### config.mk
export PLATFORM = sky130hd
export DESIGN_NAME = roman_numeral_encoder
export DESIGN_NICKNAME = d
export VERILOG_FILES = /design/src/rtl/core/rce_pkg.sv /design/src/rtl/core/rce_ctrl.sv /design/src/rtl/core/rce_dp.sv /design/src/rtl/core/roman_numeral_encoder.sv
export SDC_FILE = /design/constraint.sdc
export NUM_CORES = 1
export LEC_CHECK = 0
export ABC_AREA = 1
export BUFFER_PORTS_ARGS = -buffer_cell sky130_fd_sc_hd__buf_4
export CAP_MARGIN = 15
export CORE_ASPECT_RATIO = 1.2
export CORE_MARGIN = 3
export CORE_UTILIZATION = 40
export CTS_CLUSTER_DIAMETER = 120
export DETAILED_ROUTE_END_ITERATION = 8
export PLACE_DENSITY_LB_ADDON = 0.3
export SYNTH_ARGS = -nofsm -noshare
export SYNTH_HDL_FRONTEND = slang
export SYNTH_SLANG_ARGS = --single-unit
### constraint.sdc
create_clock -name clk_i -period 5.3 [get_ports clk_i]
set_input_delay 0.795 -clock clk_i [delete_from_list [all_inputs] [get_ports clk_i]]
set_output_delay 0.795 -clock clk_i [all_outputs]
set_load 0.02 [all_outputs]
### src/rtl/core/rce_pkg.sv
package rce_pkg;

  // ASCII codes of the output characters
  localparam logic [7:0] CHR_I        = 8'h49;
  localparam logic [7:0] CHR_V        = 8'h56;
  localparam logic [7:0] CHR_X        = 8'h58;
  localparam logic [7:0] CHR_L        = 8'h4C;
  localparam logic [7:0] CHR_C        = 8'h43;
  localparam logic [7:0] CHR_D        = 8'h44;
  localparam logic [7:0] CHR_M        = 8'h4D;
  localparam logic [7:0] NEWLINE_CODE = 8'd10;

  // Divide by ten via reciprocal: q = (x * 52429) >> 19, exact for 12-bit x
  localparam logic [15:0] DIV10_MUL   = 16'd52429;
  localparam int          DIV10_SHIFT = 19;

  localparam int VALUE_W = 12;

  // Digit places, most significant first
  localparam logic [1:0] PLACE_THOUSANDS = 2'd3;
  localparam logic [1:0] PLACE_HUNDREDS  = 2'd2;
  localparam logic [1:0] PLACE_TENS      = 2'd1;
  localparam logic [1:0] PLACE_UNITS     = 2'd0;

  typedef enum logic [1:0] {
    ST_IDLE,
    ST_SPLIT,
    ST_EMIT,
    ST_NL
  } state_e;

  // Which letter of a place: one, five or ten units
  typedef enum logic [1:0] {
    SYM_ONE,
    SYM_FIVE,
    SYM_TEN
  } sym_e;

  // Controller -> datapath
  typedef struct packed {
    logic load;     // capture the input value
    logic split;    // one divide-by-ten step
    logic emit;     // load the current letter into the output register
    logic emit_nl;  // load the newline into the output register
    logic advance;  // move to the next letter or the next place
  } cmd_t;

  // Datapath -> controller
  typedef struct packed {
    logic split_last;  // third divide step in progress
    logic dig_empty;   // current digit writes nothing
    logic dig_end;     // current letter is the last of its digit
    logic units;       // current place is the units
    logic out_free;    // output register can take a character
  } sts_t;

  // Number of letters a digit writes in a place
  function automatic logic [2:0] digit_len(input logic [1:0] place, input logic [3:0] d);
    logic [2:0] len;
    len = 3'd0;
    if (place == PLACE_THOUSANDS) begin
      if (d >= 4'd1 && d <= 4'd3) len = d[2:0];
    end else begin
      unique case (d)
        4'd0:    len = 3'd0;
        4'd1:    len = 3'd1;
        4'd2:    len = 3'd2;
        4'd3:    len = 3'd3;
        4'd4:    len = 3'd2;
        4'd5:    len = 3'd1;
        4'd6:    len = 3'd2;
        4'd7:    len = 3'd3;
        4'd8:    len = 3'd4;
        4'd9:    len = 3'd2;
        default: len = 3'd0;
      endcase
    end
    return len;
  endfunction

  // Letter class at a position within a digit (subtractive forms for 4 and 9)
  function automatic sym_e digit_sym(input logic [3:0] d, input logic [1:0] pos);
    sym_e s;
    s = SYM_ONE;
    if (d == 4'd9) begin
      s = (pos == 2'd0) ? SYM_ONE : SYM_TEN;
    end else if (d == 4'd4) begin
      s = (pos == 2'd0) ? SYM_ONE : SYM_FIVE;
    end else if (d >= 4'd5) begin
      s = (pos == 2'd0) ? SYM_FIVE : SYM_ONE;
    end
    return s;
  endfunction

  // ASCII letter for a class in a place
  function automatic logic [7:0] sym_char(input logic [1:0] place, input sym_e s);
    logic [7:0] c;
    c = CHR_M;
    unique case (place)
      PLACE_THOUSANDS: c = CHR_M;
      PLACE_HUNDREDS:  c = (s == SYM_ONE) ? CHR_C : ((s == SYM_FIVE) ? CHR_D : CHR_M);
      PLACE_TENS:      c = (s == SYM_ONE) ? CHR_X : ((s == SYM_FIVE) ? CHR_L : CHR_C);
      PLACE_UNITS:     c = (s == SYM_ONE) ? CHR_I : ((s == SYM_FIVE) ? CHR_V : CHR_X);
      default:         c = CHR_M;
    endcase
    return c;
  endfunction

endpackage

### src/rtl/core/rce_ctrl.sv
module rce_ctrl (
  input  logic          clk_i,
  input  logic          rst_ni,
  input  logic          in_valid_i,
  output logic          in_stall_o,
  input  rce_pkg::sts_t sts_i,
  output rce_pkg::cmd_t cmd_o
);
  import rce_pkg::*;

  state_e state_q, state_d;

  // State register
  always_ff @(posedge clk_i or negedge rst_ni) begin
    if (!rst_ni) begin
      state_q <= ST_IDLE;
    end else begin
      state_q <= state_d;
    end
  end

  // Next state
  always_comb begin
    state_d = state_q;
    unique case (state_q)
      ST_IDLE: begin
        if (in_valid_i) state_d = ST_SPLIT;
      end
      ST_SPLIT: begin
        if (sts_i.split_last) state_d = ST_EMIT;
      end
      ST_EMIT: begin
        // leave after the last letter of the units, or an empty units digit
        if (sts_i.units && (sts_i.dig_empty || (sts_i.dig_end && sts_i.out_free))) begin
          state_d = ST_NL;
        end
      end
      ST_NL: begin
        if (sts_i.out_free) state_d = ST_IDLE;
      end
      default: state_d = ST_IDLE;
    endcase
  end

  // Commands
  always_comb begin
    cmd_o = '0;
    unique case (state_q)
      ST_IDLE: begin
        cmd_o.load = in_valid_i;
      end
      ST_SPLIT: begin
        cmd_o.split = 1'b1;
      end
      ST_EMIT: begin
        if (sts_i.dig_empty) begin
          cmd_o.advance = 1'b1;
        end else if (sts_i.out_free) begin
          cmd_o.emit    = 1'b1;
          cmd_o.advance = 1'b1;
        end
      end
      ST_NL: begin
        cmd_o.emit_nl = sts_i.out_free;
      end
      default: cmd_o = '0;
    endcase
  end

  assign in_stall_o = (state_q != ST_IDLE);

endmodule

### src/rtl/core/rce_dp.sv
module rce_dp (
  input  logic                         clk_i,
  input  logic                         rst_ni,
  input  logic [rce_pkg::VALUE_W-1:0]  value_i,
  input  rce_pkg::cmd_t                cmd_i,
  output rce_pkg::sts_t                sts_o,
  output logic                         out_valid_o,
  input  logic                         out_stall_i,
  output logic [7:0]                   char_code_o,
  output logic                         last_o
);
  import rce_pkg::*;

  logic [VALUE_W-1:0] rem_q;
  logic [3:0]         digit_q [4];
  logic [1:0]         cnt_q;
  logic [1:0]         place_q;
  logic [1:0]         pos_q;
  logic               out_valid_q;
  logic [7:0]         char_q;
  logic               last_q;

  logic [27:0]        prod;
  logic [8:0]         quot;
  logic [VALUE_W-1:0] quot_ext;
  logic [VALUE_W-1:0] quot_x10;
  logic [3:0]         rem_digit;
  logic [3:0]         cur_digit;
  logic [2:0]         cur_len;
  sym_e               cur_sym;
  logic               out_free;

  // Divide by ten: reciprocal multiply, then remainder by shift-add
  assign prod      = 28'(rem_q) * 28'(DIV10_MUL);
  assign quot      = prod[27:DIV10_SHIFT];
  assign quot_ext  = VALUE_W'(quot);
  assign quot_x10  = (quot_ext << 3) + (quot_ext << 1);
  assign rem_digit = 4'(rem_q - quot_x10);

  // Current digit and letter
  assign cur_digit = digit_q[place_q];
  assign cur_len   = digit_len(place_q, cur_digit);
  assign cur_sym   = digit_sym(cur_digit, pos_q);
  assign out_free  = !out_valid_q || !out_stall_i;

  assign sts_o.split_last = (cnt_q == 2'd2);
  assign sts_o.dig_empty  = (cur_len == 3'd0);
  assign sts_o.dig_end    = ((3'({1'b0, pos_q}) + 3'd1) == cur_len);
  assign sts_o.units      = (place_q == PLACE_UNITS);
  assign sts_o.out_free   = out_free;

  // Digit split and letter walk counters
  always_ff @(posedge clk_i or negedge rst_ni) begin
    if (!rst_ni) begin
      cnt_q   <= '0;
      place_q <= PLACE_THOUSANDS;
      pos_q   <= '0;
    end else begin
      if (cmd_i.load) begin
        cnt_q   <= '0;
        place_q <= PLACE_THOUSANDS;
        pos_q   <= '0;
      end else begin
        if (cmd_i.split) cnt_q <= cnt_q + 2'd1;
        if (cmd_i.advance) begin
          if (sts_o.dig_empty || sts_o.dig_end) begin
            place_q <= place_q - 2'd1;
            pos_q   <= '0;
          end else begin
            pos_q <= pos_q + 2'd1;
          end
        end
      end
    end
  end

  // Value and digit registers
  always_ff @(posedge clk_i) begin
    if (cmd_i.load) begin
      rem_q <= value_i;
    end else if (cmd_i.split) begin
      rem_q          <= quot_ext;
      digit_q[cnt_q] <= rem_digit;
      if (cnt_q == 2'd2) digit_q[PLACE_THOUSANDS] <= quot[3:0];
    end
  end

  // Output register
  always_ff @(posedge clk_i or negedge rst_ni) begin
    if (!rst_ni) begin
      out_valid_q <= 1'b0;
    end else if (cmd_i.emit || cmd_i.emit_nl) begin
      out_valid_q <= 1'b1;
    end else if (!out_stall_i) begin
      out_valid_q <= 1'b0;
    end
  end

  always_ff @(posedge clk_i) begin
    if (cmd_i.emit) begin
      char_q <= sym_char(place_q, cur_sym);
      last_q <= 1'b0;
    end else if (cmd_i.emit_nl) begin
      char_q <= NEWLINE_CODE;
      last_q <= 1'b1;
    end
  end

  assign out_valid_o = out_valid_q;
  assign char_code_o = char_q;
  assign last_o      = last_q;

endmodule

### src/rtl/core/roman_numeral_encoder.sv
// After the input transfer the value is split into digits, then one character per cycle while out_stall_i is low.
// A zero digit is passed over in a step of its own; the newline follows the last letter.
// 3888 gives the longest output: 15 letters and the newline.
// The next input is taken once the newline sits in the output register.
// Reset (rst_ni, async, active low) empties the output register and returns to idle.
module roman_numeral_encoder (
  input  logic                        clk_i,
  input  logic                        rst_ni,
  input  logic                        in_valid_i,
  output logic                        in_stall_o,
  input  logic [rce_pkg::VALUE_W-1:0] value_i,
  output logic                        out_valid_o,
  input  logic                        out_stall_i,
  output logic [7:0]                  char_code_o,
  output logic                        last_o
);
  import rce_pkg::*;

  cmd_t cmd;
  sts_t sts;

  rce_ctrl u_ctrl (
    .clk_i      (clk_i),
    .rst_ni     (rst_ni),
    .in_valid_i (in_valid_i),
    .in_stall_o (in_stall_o),
    .sts_i      (sts),
    .cmd_o      (cmd)
  );

  rce_dp u_dp (
    .clk_i       (clk_i),
    .rst_ni      (rst_ni),
    .value_i     (value_i),
    .cmd_i       (cmd),
    .sts_o       (sts),
    .out_valid_o (out_valid_o),
    .out_stall_i (out_stall_i),
    .char_code_o (char_code_o),
    .last_o      (last_o)
  );

endmodule

After elaboration in Yosys (flattened, before gate mapping)
Memory sizes are Yosys's and may differ from the RTL's.
Index checks and enable logic that the tools add are counted.
{"block": "word_totals", "rom_bits": 48, "register_bits": 30, "mem_count": 2, "ram_bits": 16, "word_cells": 106, "output_inout_bits": 11, "input_bits": 16}
{"block": "op_classes", "eq_ne": 16, "mux": 49, "addsub": 6, "n_reduce_logical": 21, "order_cmp": 3, "multipliers": 1}
{"memory": "(no name shown)", "depth": 16, "word_bits": 3, "rd": 1, "rd_ports_with_merged_regs": 0, "wr": 0, "line_no": "rce_pkg.sv:64", "rtl": "unique case (d)"}
{"memory": "u_dp.digit_q", "depth": 4, "word_bits": 4, "rd": 1, "rd_ports_with_merged_regs": 0, "wr": 2, "line_no": "rce_dp.sv:15", "rtl": "logic [3:0] digit_q [4];"}
{"op": "8-bit two-way mux", "count": 5}
{"op": "2-bit two-way mux", "count": 16}
{"op": "8-bit case mux with 4 select lines", "count": 1}
{"op": "12-bit by 16-bit multiplier with 28-bit output (second input constant)", "count": 1}
{"op": "12-bit two-way mux", "count": 2}
{"op": "1-bit two-way mux", "count": 19}
{"op": "4-bit two-way mux", "count": 3}
{"op": "2-bit equality test (second input constant)", "count": 5}
{"op": "2-bit nonzero test", "count": 5}
{"op": "2-bit zero test", "count": 4}
{"op": "2-bit case mux with 4 select lines", "count": 1}
{"op": "2-bit by 1-bit equality test with 1-bit output (second input constant)", "count": 3}
{"op": "3-bit two-way mux", "count": 2}
{"op": "2-bit by 1-bit inequality test with 1-bit output (second input constant)", "count": 3}
{"op": "2-bit by 1-bit adder with 2-bit output (second input constant)", "count": 2}
{"op": "4-bit adder", "count": 1}
{"op": "4-bit by 3-bit equality test with 1-bit output (second input constant)", "count": 1}
{"op": "4-bit equality test (second input constant)", "count": 1}
{"op": "4-bit by 1-bit greater-or-equal comparator with 1-bit output (second input constant)", "count": 1}
{"op": "4-bit by 3-bit greater-or-equal comparator with 1-bit output (second input constant)", "count": 1}
{"op": "4-bit by 2-bit less-or-equal comparator with 1-bit output (second input constant)", "count": 1}
{"op": "1-bit logical OR", "count": 4}
{"op": "2-bit inequality test (second input constant)", "count": 2}
{"op": "4-bit AND reduction", "count": 1}
{"op": "8 further kinds", "count": 11}

Longest topological paths before layout
Gate-level depths: netlist of the first run.
An unclocked memory read counts as a cell.
{"block": "depth", "ltp_word": 11, "depth_mapped": 25, "mapped_depth_nobuf": 25}

Cells and area by module
From an unflattened synthesis of the first run, not the netlist that was laid out.
{"block": "unflattened", "hier_cells": 639, "hier_area_um2": 5393.9}
{"module": "rce_dp", "area_per_inst_um2": 5137.4, "cells_per_inst": 601, "seq_area_each_um2": 1218.7, "n_inst": 1}
{"module": "rce_ctrl", "area_per_inst_um2": 256.5, "cells_per_inst": 38, "seq_area_each_um2": 50.0, "n_inst": 1}

Worst setup path before layout of the first run
OpenSTA, ideal clock, no wires.
{"block": "synth_timing", "kind": "register -> register", "startpoint": "reg u_dp.rem_q[6]", "endpoint": "mem u_dp.digit_q[3][3] (data pin)", "setup_ps": 253, "n_path_buf": 0, "synth_period_minus_slack_ps": 4803, "arrival_time_ps": 4550, "required_ps": 5047, "slack_ps": 497, "stages_incl_launch_ff": 23, "path_cell_list": "edfxtp_1 -> ha_1 -> inv_1 -> fa_1 -> fa_1 -> inv_1 -> fa_1 -> inv_1 -> fa_1 -> inv_1 -> ha_1 -> a21oi_1 -> o21ai_0 -> a21oi_1 -> nand2_1 -> xor2_1 -> ha_1 -> xnor2_1 -> nand3_1 -> nand2_1 -> nand2_1 -> nand3_1 -> nand2_1"}
{"item": "from (decl)", "line_no": "rce_dp.sv:14", "rtl": "logic [VALUE_W-1:0] rem_q;"}
{"item": "from (signal assigned)", "line_no": "rce_dp.sv:80", "rtl": "rem_q <= value_i;"}
{"item": "from (signal assigned)", "line_no": "rce_dp.sv:82", "rtl": "rem_q <= quot_ext;"}
{"item": "to (decl)", "line_no": "rce_dp.sv:15"}

==> impl_metrics.toml, run 1 <==
[die]
io_pins = 27
core_area_um2 = 12890
die_area_um2 = 14880
rows = 45
die_w_um = 111.9
dieHeight_um = 133.0
initial_utilization_pct = 41.73

[run]
max_cap_viol_count = 0

[yosys]
synth_compound_area_share_pct = 7.628
synthCells = 642
synth_edf_count = 34
muxShareOfSynthArea_pct = 0
synth_seq_cells = 44
synth_most_common_cell = "inv_1"
synth_top_family_by_area = "adder cells"
synthFlopType = "edfxtp_1"
synthAdderAreaFrac_pct = 37.72
synth.largest_area_cell = "ha_1"
synth_xor_area_share_pct = 1.628
syn-cell-area_um2 = 5380
ys_seq_area_share_pct = 23.58
synthTopCellsByArea = "ha_1 (22%), edfxtp_1 (19%), fa_1 (16%)"
ys_warn_count = 0
avgSynthCellArea_um2 = 8.380
yosysTopAreaCellShare_pct = 22.09
synth_common_cells = "inv_1 (136), nand2_1 (135), ha_1 (95), fa_1 (42), nand3_1 (36)"
async_flop_share_pct = 20.45
synthSimpleGateAreaFrac_pct = 18.84
synth_cell_types = 43

[clock_network]
cts.htree.levels = 2
cts_hold_buf = 0
cts_root_buf = "clkbuf_16"
cts_tree = "yes"
cts_buffers = 5
cts_buffer_depth = 2
worstSkewPairLatency_ps = 290
cts.sinks = 44
cts.reportedPaths.clkPinSlew_ps = 70

[placed_design]
portBuffers = 24
dpl.hpwl_um = 10520
gp_congestion = 0.9039
place_inst = 826

[timing]
finalCritPeriodShare_pct = 94.67
finClkSkew_ps = 12.89
post-route-min-period_ps = 5017
slew_viol_final = 0
hold_violations = 0
finalSetupViolations = 0
slew-limit-headroom_pct = 55.90
fmax_mhz = 199.3
tightest_slew_ps = 659.8

[global_route]
grt_overflow_total = 0
first_global_vias = 4235
grt_pass1_wl_um = 19880
grtUsageTotal_pct = 16.46
grt_start_max_net_pins = 18
gr-usage-met1_pct = 19.19
antenna_found_initial = 0
grt_use_met2_pct = 31.57
use_met3_pct = 1.876
grt.busiest_layer = "met2"

[cells_and_area]
area.sequential_um2 = 1269
multi_input_area_um2 = 3617
fin_cells = 838
drive_gt1_share_pct = 11.57
diodes = 0
fillers = 1222
nets = 826
syn_to_final_growth_pct = 11.56

[critical_path]
cp.required_ps = 5340
cp-startpoint = "u_dp.rem_q[5]"
arrival_ps = 5050
r2r-start = "u_dp.rem_q[5]"
cp-start-kind = "flip-flop"
worst-setup-path-type = "reg2reg"
path_max_fanout = 4
critPathCaptureType = "flip-flop"

[detailed_routing]
final_antenna_net_count = 0
drc = 0
first_pass_iters = 6
num_vias = 4113
wl_um = 11870
first_iter_violations = 264
via_per_inst = 4.908
post_drt_wl_per_cell_um = 14.16

[status]
status = "finished clean"

[min_path]
hp-class = "in2async"
## state kept, by name (all words and copies together) (netlist names)
name and flops:
u_ctrl.state_q 2, u_dp.pos_q 2, u_dp.rem_q 12, u_dp.place_q 2, u_dp.char_code_o 6, u_dp.cnt_q 2
u_dp.out_valid_o 1, u_dp.last_o 1, u_dp.digit_q 16
## path summary, 6_finish.rpt
kind	endpoint	slack, ps	cells past startpoint
max	u_dp.digit_q[3][3]	280	19
min	u_ctrl.state_q[1]	320	1
max reg2reg	u_dp.digit_q[3][3]	280	19
min reg2reg	u_dp.last_o	490	2
max in group asynchronous	u_dp.place_q[0]	4760	1
min in group clk_i	u_dp.last_o	490	2
## stage by stage
| stage | setup WS (ps) | TNS [ps] | util, % | area [um2] | hold WS (ps) |
|---|---|---|---|---|---|
| floorplan | 496.6 | 0 | - | 5384 | 490.0 |
| global placement | 218.8 | 0 | 44.50 | 5738 | 480.5 |
| detailed placement | 51.74 | 0 | 44.50 | 5738 | 479.5 |
| CTS | 15.35 | 0 | 45.78 | 5903 | 313.3 |
| global route | -0.2083 | -0.5227 | 46.55 | 6002 | 316.6 |
| finish | 282.7 | 0 | 46.55 | 6002 | 316.4 |
## worst max-delay path, cell delays in order, from the launching register on
cell,delay [ps]
edfxtp_1,440
ha_1,290
inv_1,100
fa_2,490
fa_1,600
fa_1,450
fa_1,510
ha_1,360
a21o_1,200
a31oi_1,190
nand2_1,80
nand3_1,60
nand2_1,80
xor2_2,170
ha_2,370
nand2_1,60
nand2_1,80
nand3_1,100
nand3_1,90
nand2_1,50
## repair_timing
| item | in CTS | in global routing |
|---|---|---|
| endpoints found under the setup margin | 0 | 13 |
| setup buffers | 0 | 4 |
| resized for setup | 0 | 14 |
## per-layer routing
metal  vias to the layer above  part of all wire [%]
met5                         -                     0
met4                         0                   1.8
met3                        15                   2.5
met2                        54                    56
met1                      1938                    40
li1                       2106                     -
## layout by cell type, fill, tap and decap left out, types with 3 or more instances in the layout
cell type	count
a21o_1	5
a21oi_1	24
a21oi_2	4
buf_4	30
clkbuf_16	6
dfrtp_1	7
edfxtp_1	34
fa_1	40
ha_1	92
inv_1	136
nand2_1	135
nand2_2	11
nand3_1	35
nand3_2	4
nand4_1	3
nor2_1	30
nor2_2	3
nor3_1	3
nor4_1	4
o21ai_0	21
o21ai_1	4
o21bai_1	3
or2_2	3
xnor2_1	3
xor2_1	3
## cells by family (layout without fill, tap and decap cells)
kind of cell               after synthesis  after routing
and+or+nand+nor                        233            233
buffers and inverters                  145            176
adders and majority gates              137            137
AOI/OAI and AO/OA                       72             72
DFF                                     44             44
xor gates and xnor gates                10             10
other                                    1              2
## cell type report
class / count / area share (%)
Inverter: 138 / 8.672
Tap cell: 164 / 3.419
Sequential cell: 44 / 21.14
Multi-Input combinational cell: 454 / 60.27
Clock inverter: 2 / 0.2502
Clock buffer: 6 / 2.502
Timing Repair Buffer: 30 / 3.752
Power of run 1 is left out: the tool's default activity adds up to more than one toggle a clock period on the data nets, which glitch-free logic cannot reach.
==> inputs of run 2 (changes only) <==
--- a/config.mk
+++ b/config.mk
@@ -10,7 +10,7 @@
 export CAP_MARGIN = 15
 export CORE_ASPECT_RATIO = 1.2
 export CORE_MARGIN = 3
-export CORE_UTILIZATION = 40
+export CORE_UTILIZATION = 64
 export CTS_CLUSTER_DIAMETER = 120
 export DETAILED_ROUTE_END_ITERATION = 8
 export PLACE_DENSITY_LB_ADDON = 0.3
==> impl_metrics.toml, run 2 (synthesis results as in run 1) <==
[critical_path]
worst-setup-path-type = "reg2reg"
critPathMostFrequentCell = "nand2_1"
cp.required_ps = 5360
r2r_slack_ps = 180
r2r-start = "u_dp.rem_q[10]"
timing.reg2reg.worst_path_depth = 21
r2r-end = "u_dp.digit_q[3][3]"
slowest_stage = "fa_2"
slowest_delay_ps = 620
crit_buf_inv = 2
cpLargestDelayFamily = "adder cells"
crit_chain = "inv_1 -> ha_1 -> fa_2 -> fa_1 -> fa_1 -> fa_1 -> inv_1 -> ha_1 -> a21o_1 -> nand3_1 -> nand2_1 -> a21oi_1 -> nand2_1 -> xor2_2 -> ha_2 -> xnor2_2 -> nand3_1 -> nand2_1 -> nand2_1 -> nand3_1 -> nand2_1"
arrival_ps = 5180
cp-start-kind = "flip-flop"
critPathCaptureType = "flip-flop"
path_max_fanout = 4

[detailed_routing]
drc = 0
highest-signal-layer = "met4"
wl_met3_um = 366
first_iter_violations = 229
via_per_inst = 5.418
wl_um = 11840
final_antenna_net_count = 0
num_vias = 4269
first_pass_iters = 5
wl_met2_um = 6591
post_drt_wl_per_cell_um = 15.03
met1_length_um = 4368

[global_route]
grtUsageTotal_pct = 25.21
antenna_found_initial = 0
grt_start_max_net_pins = 18
first_global_vias = 4328
grt_overflow_total = 0
grt_pass1_wl_um = 19300

[status]
status = "finished clean"

[timing]
post-route-min-period_ps = 5124
tightest_slew_ps = 645.7
fmax_mhz = 195.2
finalSetupViolations = 0
slew-limit-headroom_pct = 56.85
holdWs_ps = 285.6
finalCritPeriodShare_pct = 96.68
finClkSkew_ps = 17.77
slew_viol_final = 0
hold_violations = 0

[min_path]
hp-class = "in2async"

[placed_design]
dpl.hpwl_um = 10090
portBuffers = 24
gp_congestion = 0.9614
place_area_um2 = 5675
place_inst = 776

[cells_and_area]
regMostFlops = "u_dp.digit_q"
drive_gt1_share_pct = 11.57
largest_reg_flops = 16
syn_to_final_growth_pct = 9.721
fin_cells = 788
diodes = 0
fin_util_pct = 72.41
final_common_cell = "inv_1"
fin_area_um2 = 5903
nets = 826
final_cell_mix = "inv_1 (136), nand2_1 (135), ha_1 (90)"

[clock_network]
cts.htree.levels = 2
cts.sinks = 44
cts_buffers = 5
worstSkewPairLatency_ps = 310
cts.reportedPaths.clkPinSlew_ps = 100
cts_tree = "yes"
cts_root_buf = "clkbuf_8"
cts_hold_buf = 0
cts_buffer_depth = 2

[die]
initial_utilization_pct = 65.99
die_area_um2 = 9548
dieHeight_um = 106.4
die_w_um = 89.70
rows = 36
io_pins = 27
core_area_um2 = 8153

[run]
max_cap_viol_count = 0
[run 2: worst reg2reg max path, delay by kind of cell, from the launching register on]
family / cells / cell delay [ps]
xor gates and xnor gates: 2 / 330
DFF: 1 / 480
and+or+nand+nor: 8 / 610
AOI/OAI and AO/OA: 2 / 330
adders and majority gates: 7 / 2970
buffers and inverters: 2 / 140
[run 2: per-stage QoR]
step | setup TNS, ps | setup WS, ps
after floorplan | 0 | 496.6
after global placement | 0 | 210.6
after detailed placement | 0 | 27.83
after CTS | 0 | 32.18
after global routing | -297.9 | -62.98
final | 0 | 175.8
[run 2: per-layer routing]
| layer | GRT usage [%] | up-vias |
|---|---|---|
| li1 | - | 2111 |
| met1 | 26.60 | 2035 |
| met2 | 49.73 | 92 |
| met3 | 2.619 | 31 |
| met4 | 11.94 | 0 |
| met5 | 0 | - |
[run 2: final cells by class]
type,count,area [um2]
multi-input cells,454,3637
repair buffers,30,225.2
well taps,114,142.6
clock buffers,6,93.84
flip-flops and latches,44,1269
fillers,611,2250
clock inverters,2,15.01
inverters,138,520.5
[run 2: worst max path at each step]
stage | from | endpoint | slack, ps | cells after the start
floorplan | u_dp.rem_q[6] | u_dp.digit_q[3][3] | 500 | 22
global placement | u_dp.rem_q[10] | u_dp.digit_q[2][3] | 210 | 22
detailed placement | u_dp.rem_q[10] | u_dp.digit_q[1][3] | 30 | 22
CTS | u_dp.rem_q[10] | u_dp.digit_q[2][3] | 30 | 22
global route | u_dp.rem_q[10] | u_dp.digit_q[3][2] | -60 | 19
finish | u_dp.rem_q[10] | u_dp.digit_q[3][3] | 180 | 21
[run 2: timing repair]
action / in CTS / in global routing
setup buffers: 0 / 4
gates cloned: 0 / 0
pin swaps: 0 / 3
gates resized for setup: 1 / 13
endpoints found under the setup margin: 3 / 12
Power of run 2 is left out for the same reason.
